File: src/hw/rtl/gwc_pkg.sv
// gwc_pkg: widths, constants and calendar tables for the gps week to date converter
// no dependencies; used by the interfaces and every module of the block
package gwc_pkg;

  localparam int unsigned WeekW   = 13;
  localparam int unsigned SecsW   = 20;
  localparam int unsigned YearW   = 12;
  localparam int unsigned MonthW  = 4;
  localparam int unsigned DayW    = 5;
  localparam int unsigned WdW     = 3;
  localparam int unsigned HourW   = 5;
  localparam int unsigned MinW    = 6;
  localparam int unsigned SecW    = 6;

  // pipeline depth, one enable per register stage
  localparam int unsigned NumStages = 5;

  localparam logic [SecsW-1:0] SecsPerWeek = 20'd604800;
  localparam logic [16:0]      SecsPerDay  = 17'd86400;
  localparam logic [11:0]      SecsPerHour = 12'd3600;
  localparam logic [5:0]       SecsPerMin  = 6'd60;

  // floor(x / d) == (x * Recip) >> Shift over the value range of each stage
  localparam logic [17:0]      HourRecip = 18'd149131;
  localparam int unsigned      HourShift = 29;
  localparam logic [11:0]      MinRecip  = 12'd2185;
  localparam int unsigned      MinShift  = 17;
  localparam logic [15:0]      BlkRecip  = 16'd45934;
  localparam int unsigned      BlkShift  = 26;

  localparam logic [10:0]      DaysPerBlock = 11'd1461;
  localparam logic [YearW-1:0] EpochYear    = 12'd1980;
  localparam logic [3:0]       DaysPerWeek  = 4'd7;
  localparam logic [5:0]       EpochDay     = 6'd6;
  localparam logic [MonthW-1:0] LastMonth   = 4'd11;
  localparam logic [MonthW-1:0] MonthWrap   = 4'd12;

  // first day offset of each year inside a four-year block, leap year first
  localparam logic [10:0] BlockStart [4] = '{11'd0, 11'd366, 11'd731, 11'd1096};

  localparam logic [8:0] CumNormal [13] = '{
    9'd0, 9'd31, 9'd59, 9'd90, 9'd120, 9'd151, 9'd181,
    9'd212, 9'd243, 9'd273, 9'd304, 9'd334, 9'd365};
  localparam logic [8:0] CumLeap [13] = '{
    9'd0, 9'd31, 9'd60, 9'd91, 9'd121, 9'd152, 9'd182,
    9'd213, 9'd244, 9'd274, 9'd305, 9'd335, 9'd366};

endpackage

File: src/hw/rtl/gwc_if.sv
// gwc_in_if and gwc_out_if: valid/ready channels of the gps week to date converter
// depends on gwc_pkg for the field widths
interface gwc_in_if;
  logic                         valid;
  logic                         ready;
  logic [gwc_pkg::WeekW-1:0]    gps_week;
  logic [gwc_pkg::SecsW-1:0]    seconds_of_week;

  modport source (output valid, output gps_week, output seconds_of_week, input ready);
  modport sink   (input valid, input gps_week, input seconds_of_week, output ready);
endinterface

interface gwc_out_if;
  logic                         valid;
  logic                         ready;
  logic [gwc_pkg::YearW-1:0]    year;
  logic [gwc_pkg::MonthW-1:0]   month_index;
  logic [gwc_pkg::DayW-1:0]     day_of_month;
  logic [gwc_pkg::WdW-1:0]      weekday;
  logic [gwc_pkg::HourW-1:0]    hour_of_day;
  logic [gwc_pkg::MinW-1:0]     minute_of_hour;
  logic [gwc_pkg::SecW-1:0]     second_of_minute;

  modport source (output valid, output year, output month_index, output day_of_month,
                  output weekday, output hour_of_day, output minute_of_hour,
                  output second_of_minute, input ready);
  modport sink   (input valid, input year, input month_index, input day_of_month,
                  input weekday, input hour_of_day, input minute_of_hour,
                  input second_of_minute, output ready);
endinterface

File: src/hw/rtl/gwc_tod_pipe.sv
// gwc_tod_pipe: five-stage split of seconds of week into weekday, hour, minute, second
// depends on gwc_pkg; stage enables come from the top level
module gwc_tod_pipe (
  input  logic                            clk_i,
  input  logic [gwc_pkg::NumStages-1:0]   en_i,
  input  logic [gwc_pkg::SecsW-1:0]       secs_i,
  output logic [gwc_pkg::WdW-1:0]         wd_s4_o,
  output logic [gwc_pkg::WdW-1:0]         weekday_o,
  output logic [gwc_pkg::HourW-1:0]       hour_o,
  output logic [gwc_pkg::MinW-1:0]        minute_o,
  output logic [gwc_pkg::SecW-1:0]        second_o
);

  logic [gwc_pkg::SecsW-1:0] sat;
  logic [gwc_pkg::WdW-1:0]   wd_d;
  logic [16:0]               rem_day_d;
  logic [34:0]               hr_prod;
  logic [gwc_pkg::HourW-1:0] hr_d;
  logic [11:0]               rem_hr_d;
  logic [23:0]               mn_prod;
  logic [gwc_pkg::MinW-1:0]  mn_d;
  logic [gwc_pkg::SecW-1:0]  sc_d;

  logic [gwc_pkg::WdW-1:0]   wd_q1, wd_q2, wd_q3, wd_q4, wd_q5;
  logic [16:0]               rem_day_q1, rem_day_q2;
  logic [gwc_pkg::HourW-1:0] hr_q2, hr_q3, hr_q4, hr_q5;
  logic [11:0]               rem_hr_q3, rem_hr_q4;
  logic [gwc_pkg::MinW-1:0]  mn_q4, mn_q5;
  logic [gwc_pkg::SecW-1:0]  sc_q5;

  // stage 1: saturate, weekday by threshold compare, seconds into the day
  always_comb begin
    sat = (secs_i >= gwc_pkg::SecsPerWeek) ? (gwc_pkg::SecsPerWeek - 20'd1) : secs_i;
    wd_d = '0;
    for (int k = 1; k < 7; k++) begin
      if (sat >= 20'(k) * 20'(gwc_pkg::SecsPerDay)) begin
        wd_d = 3'(k);
      end
    end
    rem_day_d = 17'(sat - 20'(wd_d) * 20'(gwc_pkg::SecsPerDay));
  end

  // stage 2: hour by reciprocal multiply
  assign hr_prod = 35'(rem_day_q1) * 35'(gwc_pkg::HourRecip);
  assign hr_d    = 5'(hr_prod >> gwc_pkg::HourShift);

  // stage 3: seconds into the hour
  assign rem_hr_d = 12'(rem_day_q2 - 17'(hr_q2) * 17'(gwc_pkg::SecsPerHour));

  // stage 4: minute by reciprocal multiply
  assign mn_prod = 24'(rem_hr_q3) * 24'(gwc_pkg::MinRecip);
  assign mn_d    = 6'(mn_prod >> gwc_pkg::MinShift);

  // stage 5: seconds into the minute
  assign sc_d = 6'(rem_hr_q4 - 12'(mn_q4) * 12'(gwc_pkg::SecsPerMin));

  always_ff @(posedge clk_i) begin
    if (en_i[0]) begin
      wd_q1      <= wd_d;
      rem_day_q1 <= rem_day_d;
    end
    if (en_i[1]) begin
      wd_q2      <= wd_q1;
      rem_day_q2 <= rem_day_q1;
      hr_q2      <= hr_d;
    end
    if (en_i[2]) begin
      wd_q3     <= wd_q2;
      hr_q3     <= hr_q2;
      rem_hr_q3 <= rem_hr_d;
    end
    if (en_i[3]) begin
      wd_q4     <= wd_q3;
      hr_q4     <= hr_q3;
      rem_hr_q4 <= rem_hr_q3;
      mn_q4     <= mn_d;
    end
    if (en_i[4]) begin
      wd_q5 <= wd_q4;
      hr_q5 <= hr_q4;
      mn_q5 <= mn_q4;
      sc_q5 <= sc_d;
    end
  end

  assign wd_s4_o   = wd_q4;
  assign weekday_o = wd_q5;
  assign hour_o    = hr_q5;
  assign minute_o  = mn_q5;
  assign second_o  = sc_q5;

endmodule

File: src/hw/rtl/gwc_date_pipe.sv
// gwc_date_pipe: five-stage conversion of gps week plus weekday to year, month, day
// depends on gwc_pkg; stage enables and the stage-4 weekday come from the top level
module gwc_date_pipe (
  input  logic                            clk_i,
  input  logic [gwc_pkg::NumStages-1:0]   en_i,
  input  logic [gwc_pkg::WeekW-1:0]       week_i,
  input  logic [gwc_pkg::WdW-1:0]         wd_s4_i,
  output logic [gwc_pkg::YearW-1:0]       year_o,
  output logic [gwc_pkg::MonthW-1:0]      month_o,
  output logic [gwc_pkg::DayW-1:0]        day_o
);

  logic                        wk0_d;
  logic [15:0]                 dm1_d;
  logic [31:0]                 blk_prod;
  logic [5:0]                  blk_d;
  logic [15:0]                 r_wide;
  logic [10:0]                 r_d;
  logic [1:0]                  x;
  logic [8:0]                  doy_d;
  logic [gwc_pkg::YearW-1:0]   year_d;
  logic [8:0]                  cum_lo, cum_hi;
  logic [gwc_pkg::MonthW-1:0]  m;
  logic [5:0]                  day_t, len;
  logic [gwc_pkg::YearW-1:0]   year5_d;
  logic [gwc_pkg::MonthW-1:0]  month5_d;
  logic [gwc_pkg::DayW-1:0]    day5_d;

  logic                        wk0_q1, wk0_q2, wk0_q3, wk0_q4;
  logic [15:0]                 dm1_q1, dm1_q2;
  logic [5:0]                  blk_q2, blk_q3;
  logic [10:0]                 r_q3;
  logic [8:0]                  doy_q4;
  logic                        leap_q4;
  logic [gwc_pkg::YearW-1:0]   year_q4, year_q5;
  logic [gwc_pkg::MonthW-1:0]  month_q5;
  logic [gwc_pkg::DayW-1:0]    day_q5;

  // stage 1: day count minus one (don't care for week zero)
  assign wk0_d = (week_i == '0);
  assign dm1_d = 16'(week_i) * 16'(gwc_pkg::DaysPerWeek) - 16'd1;

  // stage 2: four-year block by reciprocal multiply
  assign blk_prod = 32'(dm1_q1) * 32'(gwc_pkg::BlkRecip);
  assign blk_d    = 6'(blk_prod >> gwc_pkg::BlkShift);

  // stage 3: day within the block, 1..1461, so a boundary lands on 31 december
  assign r_wide = dm1_q2 + 16'd1 - 16'(blk_q2) * 16'(gwc_pkg::DaysPerBlock);
  assign r_d    = 11'(r_wide);

  // stage 4: year inside the block and one-based day of year
  always_comb begin
    x = '0;
    for (int k = 1; k < 4; k++) begin
      if (r_q3 > gwc_pkg::BlockStart[2'(k)]) begin
        x = 2'(k);
      end
    end
    doy_d  = 9'(r_q3 - gwc_pkg::BlockStart[x]);
    year_d = gwc_pkg::EpochYear + 12'({blk_q3, 2'b00}) + 12'(x);
  end

  // stage 5: month search, add epoch offset and weekday, one month carry
  always_comb begin
    m = '0;
    for (int i = 0; i < 11; i++) begin
      if (doy_q4 > (leap_q4 ? gwc_pkg::CumLeap[4'(i+1)] : gwc_pkg::CumNormal[4'(i+1)])) begin
        m = 4'(i + 1);
      end
    end
    cum_lo = leap_q4 ? gwc_pkg::CumLeap[m] : gwc_pkg::CumNormal[m];
    cum_hi = leap_q4 ? gwc_pkg::CumLeap[4'(m + 4'd1)] : gwc_pkg::CumNormal[4'(m + 4'd1)];
    day_t  = 6'(doy_q4 - cum_lo) + gwc_pkg::EpochDay + 6'(wd_s4_i);
    len    = 6'(cum_hi - cum_lo);
    year5_d = year_q4;
    if (day_t > len) begin
      day_t = day_t - len;
      m     = m + 4'd1;
    end
    // december rolls into january of the next year
    if (m >= gwc_pkg::MonthWrap) begin
      m       = '0;
      year5_d = year_q4 + 12'd1;
    end
    month5_d = m;
    day5_d   = 5'(day_t);
    if (wk0_q4) begin
      year5_d  = gwc_pkg::EpochYear;
      month5_d = '0;
      day5_d   = 5'(gwc_pkg::EpochDay + 6'(wd_s4_i));
    end
  end

  always_ff @(posedge clk_i) begin
    if (en_i[0]) begin
      wk0_q1 <= wk0_d;
      dm1_q1 <= dm1_d;
    end
    if (en_i[1]) begin
      wk0_q2 <= wk0_q1;
      dm1_q2 <= dm1_q1;
      blk_q2 <= blk_d;
    end
    if (en_i[2]) begin
      wk0_q3 <= wk0_q2;
      blk_q3 <= blk_q2;
      r_q3   <= r_d;
    end
    if (en_i[3]) begin
      wk0_q4  <= wk0_q3;
      doy_q4  <= doy_d;
      leap_q4 <= (x == 2'd0);
      year_q4 <= year_d;
    end
    if (en_i[4]) begin
      year_q5  <= year5_d;
      month_q5 <= month5_d;
      day_q5   <= day5_d;
    end
  end

  assign year_o  = year_q5;
  assign month_o = month_q5;
  assign day_o   = day_q5;

endmodule

File: src/hw/rtl/gps_week_to_calendar_date.sv
// gps_week_to_calendar_date: top level, valid bits and stall control over two data pipes
// depends on gwc_pkg, gwc_in_if, gwc_out_if, gwc_tod_pipe and gwc_date_pipe
//
// Converts a gps week number and seconds of week into calendar year, month, day and
// time of day, counted from 6 january 1980. Seconds of week above the last second of
// the week saturate to it. The block takes one transfer per cycle unless a stall holds
// the pipeline, and it holds five register stages; the divisions by constants are
// reciprocal multiplies, each followed by a register, and the stage count follows
// from those multiplies and the month search. Every stage has its own valid bit and
// only a full stage whose successor is blocked holds, so the pipeline keeps accepting
// transfers while bubbles remain, and a stalled result is held in the output register
// until it is taken.
module gps_week_to_calendar_date (
  input  logic       clk_i,
  input  logic       rst_ni,
  gwc_in_if.sink     in_i,
  gwc_out_if.source  out_o
);

  logic [gwc_pkg::NumStages-1:0] v_q;
  logic [gwc_pkg::NumStages-1:0] en;
  logic [gwc_pkg::WdW-1:0]       wd_s4;

  // a stage loads when it is empty or its contents move on
  always_comb begin
    en[gwc_pkg::NumStages-1] = !v_q[gwc_pkg::NumStages-1] || out_o.ready;
    for (int k = int'(gwc_pkg::NumStages) - 2; k >= 0; k--) begin
      en[k] = !v_q[k] || en[k+1];
    end
  end

  always_ff @(posedge clk_i or negedge rst_ni) begin
    if (!rst_ni) begin
      v_q <= '0;
    end else begin
      if (en[0]) begin
        v_q[0] <= in_i.valid;
      end
      for (int k = 1; k < int'(gwc_pkg::NumStages); k++) begin
        if (en[k]) begin
          v_q[k] <= v_q[k-1];
        end
      end
    end
  end

  assign in_i.ready  = en[0];
  assign out_o.valid = v_q[gwc_pkg::NumStages-1];

  gwc_tod_pipe u_tod (
    .clk_i     (clk_i),
    .en_i      (en),
    .secs_i    (in_i.seconds_of_week),
    .wd_s4_o   (wd_s4),
    .weekday_o (out_o.weekday),
    .hour_o    (out_o.hour_of_day),
    .minute_o  (out_o.minute_of_hour),
    .second_o  (out_o.second_of_minute)
  );

  gwc_date_pipe u_date (
    .clk_i   (clk_i),
    .en_i    (en),
    .week_i  (in_i.gps_week),
    .wd_s4_i (wd_s4),
    .year_o  (out_o.year),
    .month_o (out_o.month_index),
    .day_o   (out_o.day_of_month)
  );

endmodule
File: src/flat_wrapper.sv
// flat-port wrapper written by rule: the top's interface ports become plain ports
module gps_week_to_calendar_date_flat 
  (clk_i, rst_ni, in_i_valid, in_i_gps_week, in_i_seconds_of_week, in_i_ready, out_o_valid, out_o_year, out_o_month_index, out_o_day_of_month, out_o_weekday, out_o_hour_of_day, out_o_minute_of_hour, out_o_second_of_minute, out_o_ready);
  gwc_in_if in_i_i ();
  gwc_out_if out_o_i ();
  input  logic clk_i;
  input  logic rst_ni;
  input wire logic [$bits(in_i_i.valid)-1:0] in_i_valid;
  input wire logic [$bits(in_i_i.gps_week)-1:0] in_i_gps_week;
  input wire logic [$bits(in_i_i.seconds_of_week)-1:0] in_i_seconds_of_week;
  output wire logic [$bits(in_i_i.ready)-1:0] in_i_ready;
  output wire logic [$bits(out_o_i.valid)-1:0] out_o_valid;
  output wire logic [$bits(out_o_i.year)-1:0] out_o_year;
  output wire logic [$bits(out_o_i.month_index)-1:0] out_o_month_index;
  output wire logic [$bits(out_o_i.day_of_month)-1:0] out_o_day_of_month;
  output wire logic [$bits(out_o_i.weekday)-1:0] out_o_weekday;
  output wire logic [$bits(out_o_i.hour_of_day)-1:0] out_o_hour_of_day;
  output wire logic [$bits(out_o_i.minute_of_hour)-1:0] out_o_minute_of_hour;
  output wire logic [$bits(out_o_i.second_of_minute)-1:0] out_o_second_of_minute;
  input wire logic [$bits(out_o_i.ready)-1:0] out_o_ready;
  assign in_i_i.valid = in_i_valid;
  assign in_i_i.gps_week = in_i_gps_week;
  assign in_i_i.seconds_of_week = in_i_seconds_of_week;
  assign in_i_ready = in_i_i.ready;
  assign out_o_valid = out_o_i.valid;
  assign out_o_year = out_o_i.year;
  assign out_o_month_index = out_o_i.month_index;
  assign out_o_day_of_month = out_o_i.day_of_month;
  assign out_o_weekday = out_o_i.weekday;
  assign out_o_hour_of_day = out_o_i.hour_of_day;
  assign out_o_minute_of_hour = out_o_i.minute_of_hour;
  assign out_o_second_of_minute = out_o_i.second_of_minute;
  assign out_o_i.ready = out_o_ready;
  gps_week_to_calendar_date u_core (.clk_i(clk_i), .rst_ni(rst_ni), .in_i(in_i_i), .out_o(out_o_i));
endmodule
File: config.mk
export PLATFORM = sky130hd
export DESIGN_NAME = gps_week_to_calendar_date_flat
export DESIGN_NICKNAME = d
export VERILOG_FILES = /design/src/hw/rtl/gwc_pkg.sv /design/src/hw/rtl/gwc_if.sv /design/src/hw/rtl/gwc_tod_pipe.sv /design/src/hw/rtl/gwc_date_pipe.sv /design/src/hw/rtl/gps_week_to_calendar_date.sv /design/src/flat_wrapper.sv
export SDC_FILE = /design/constraint.sdc
export NUM_CORES = 1
export LEC_CHECK = 0
export BUFFER_PORTS_ARGS = -buffer_cell sky130_fd_sc_hd__clkbuf_2
export CORE_MARGIN = 1.5
export CORE_UTILIZATION = 70
export CTS_CLUSTER_SIZE = 24
export DETAILED_ROUTE_END_ITERATION = 12
export PLACE_DENSITY_LB_ADDON = 0.1
export SETUP_SLACK_MARGIN = 0.5
export SYNTH_ARGS = -nofsm -noshare
export SYNTH_HDL_FRONTEND = slang
export SYNTH_SLANG_ARGS = --single-unit
export TNS_END_PERCENT = 1
File: constraint.sdc
create_clock -name clk_i -period 14.2 [get_ports clk_i]
set_input_delay 1.42 -clock clk_i [delete_from_list [all_inputs] [get_ports clk_i]]
set_output_delay 1.42 -clock clk_i [all_outputs]
set_load 0.02 [all_outputs]
==> metrics.md <==
| Metric | Value |
|---|---|
| Final worst path period share | `53.1%` |
| Pin count of the biggest net entering global routing | `between 40 and 50` |
| Gr usage total | `between 20% and 30%` |
| Synth Flop Type | `edfxtp_1` |
| Critical Path End Type | `flip-flop` |
| CTS sink cnt | `201` |
| CTS clock-pin slew for the worst setup and hold paths | `~0.060 ns` |
| Mapped Avg Cell Area | `11.2 um2` |
| Hold buffers post-CTS | `0` |
| Kind of start point of the critical path | `flip-flop` |
| DRT Wirelength | `40.7 mm` |
| TritonCTS buffer count | `23` |
| Worst-Margin Slew | `between 1 and 1.5 ns` |
| Layout Nets | `approximately 2700` |
| Core area | `just over 30000 um2` |
| Via density per instance | `approximately 5.6` |
| Maxcap violations | `0` |
| Share of cells above drive strength 1 | `~7.8%` |
| Die area | `32100 um2` |
| Ys async rst share | `around 2.5%` |
| WHS | `about 0.42 ns` |
| Die Span X | `179 um` |
| Setup Fix Bufs, Post-CTS | `0` |
| EDFF count, synth | `196` |
| H-Tree Depth | `1` |
| GRT overflow | `0` |
| Number of global-route vias before repair | `14600` |
| Most frequent cells in the layout | `ha_1 (472), inv_1 (443), fa_1 (213)` |
| Max frequency | `between 0.1 and 0.15 GHz` |
| CTS Root Cell | `clkbuf_16` |
| Max Root-Sink Buffers | `3` |
| Data arrival, critical path | `between 7 and 8 ns` |
| ANT cells | `0` |
| Residual DRC | `0` |
| Fillcell total | `approximately 2000` |
| FF+latch count, synth | `201` |
| RSZ-0062 raised after global routing | `false` |
| Slew headroom | `around 16%` |
| Layout area overhead | `7.68%` |
| Yosys warns | `0` |
| Most common cell after layout, fill and taps aside | `ha_1` |
| Worst hold path class | `flip-flop to flip-flop` |
| Mean routed wirelength per cell | `~17 um` |
| Post-route ant nets | `0` |
| Minimum clock period after layout | `7.55 ns` |
| Post-synthesis cell area | `21700 um2` |
| Post-CTS Resized | `0` |
| Fin. max-slew vios | `0` |
| Port buffer count | `79` |
| First-pass DRT Iterations | `5` |
| Ports | `80` |
| Setup CP Type | `flip-flop to flip-flop` |
| Total Neg Setup Slack | `0 ns` |
| CTS tree | `yes` |
| Worst EP required | `about 14 ns` |
| Setup violators final | `0` |
| Placed cell areas | `between 20000 and 25000 um2` |
| Vias | `about 14000` |
| Final HPWL DP | `roughly 34 mm` |
| RePlAce Congestion | `around 0.88` |
| Worst-Skew Late Latency | `~0.52 ns` |
| Post-route cell area | `around 23000 um2` |
| Final Hold Viols | `0` |
| Crit-path max FO | `18` |
| Skew final | `0.0172 ns` |
| Iteration-0 DRC count of the detailed router | `between 600 and 700` |
| FP Rows | `between 60 and 70` |
| Syn nets | `between 2000 and 3000` |
| Initial antenna violation count | `1` |
| Global-route wire length before repair | `~69 mm` |
| Die H | `about 180 um` |
| Post-synthesis sequential area ratio | `between 20% and 30%` |
| Fin util | `between 70 and 80%` |
| Run status | `finished clean` |
| Yosys cell types | `around 70` |
| Starting Density | `between 70% and 80%` |
| Syn Inst Count | `1931` |
## cell families after synthesis
family	share of synthesized area (%)
AND/OR/NAND/NOR	5.65
XOR/XNOR	4.04
flip-flops	27.7
adder cells (fa/ha/maj)	46.9
multiplexers	0.190
AO/OA/AOI/OAI	7.52
buffers and inverters	8.01
## metal layers
layer	part of all wire (%)	GRT usage, %	up-vias
met4	1.6	6.39	0
li1	-	-	6657
met2	51	48.9	300
met3	4.1	2.88	57
met1	44	35.8	6608
met5	0	0	-
## final timing paths
path	start	endpoint	slack, ns	cells after the start
min in group asynchronous	rst_ni	u_core.v_q[0]	0.72	1
hold reg to reg	u_core.u_tod.wd_q2[2]	u_core.u_tod.wd_q3[2]	0.42	0
hold / removal	u_core.u_tod.wd_q2[2]	u_core.u_tod.wd_q3[2]	0.42	0
setup / recovery	u_core.u_date.leap_q4	u_core.u_date.day_o[3]	6.65	24
max in group asynchronous	rst_ni	u_core.v_q[3]	13.30	1
setup reg to reg	u_core.u_date.leap_q4	u_core.u_date.day_o[3]	6.65	24
## area by class of cell
type	instances	area [um2]	share of cell area, %
multi-input combinational	1269	14000	59.7
sequential	201	6010	25.7
inverter	444	1670	7.14
clock buffer	31	626	2.68
tap	396	495	2.12
timing repair buffer	83	425	1.82
clock inverter	11	180	0.771
## sequential cells by signal, summed over array words and instances (netlist names), 11 cells and up
register,cells
u_core.u_date.year_q4,11
u_core.u_tod.rem_hr_q3,12
u_core.u_tod.rem_day_q2,12
u_core.u_tod.rem_day_q1,17
u_core.u_date.dm1_q2,11
u_core.u_date.year_o,12
u_core.u_date.r_q3,11
u_core.u_date.dm1_q1,16
## through the flow
step | std cells | setup WS [ns]
final | 2435 | 6.65
after floorplan | 1931 | 7.96
after detailed placement | 2393 | 6.67
after global routing | 2435 | 6.01
after CTS | 2435 | 6.66
after global placement | 2393 | 6.76
## worst max-delay path, cell delays in order, from the launching register on
cell,delay [ns]
edfxtp_1,0.71
inv_1,0.30
ha_1,0.42
o32ai_1,1.08
o21ai_1,0.41
ha_1,0.39
ha_1,0.60
nor2_1,0.08
nand2_1,0.08
o21ai_0,0.08
a221oi_1,0.53
ha_1,0.33
a21o_1,0.15
a21o_1,0.20
a21o_1,0.18
a21oi_1,0.17
xor2_1,0.19
xnor2_1,0.14
ha_1,0.26
and4_1,0.19
a32oi_1,0.19
buf_4,0.24
nor2b_1,0.07
a211oi_1,0.21
a21oi_1,0.06
## Yosys cell counts, drive strengths merged, types with 12 or more instances
| cell type | instances | area [um2] |
|---|---|---|
| ha | 472 | 5910 |
| nor2 | 51 | 191 |
| clkbuf | 12 | 46.3 |
| a21oi | 78 | 390 |
| o21ai | 44 | 231 |
| nand2 | 48 | 180 |
| xor2 | 26 | 228 |
| nor2b | 19 | 119 |
| or2 | 25 | 159 |
| nand3 | 12 | 60.1 |
| fa | 213 | 4260 |
| nor3 | 22 | 110 |
| a21o | 31 | 233 |
| inv | 444 | 1670 |
| xnor2 | 74 | 648 |
| nand2b | 17 | 106 |
| edfxtp | 196 | 5890 |
Power is not shown: default switching activity piles up to over one toggle a cycle in this logic, so the estimate is an artifact.
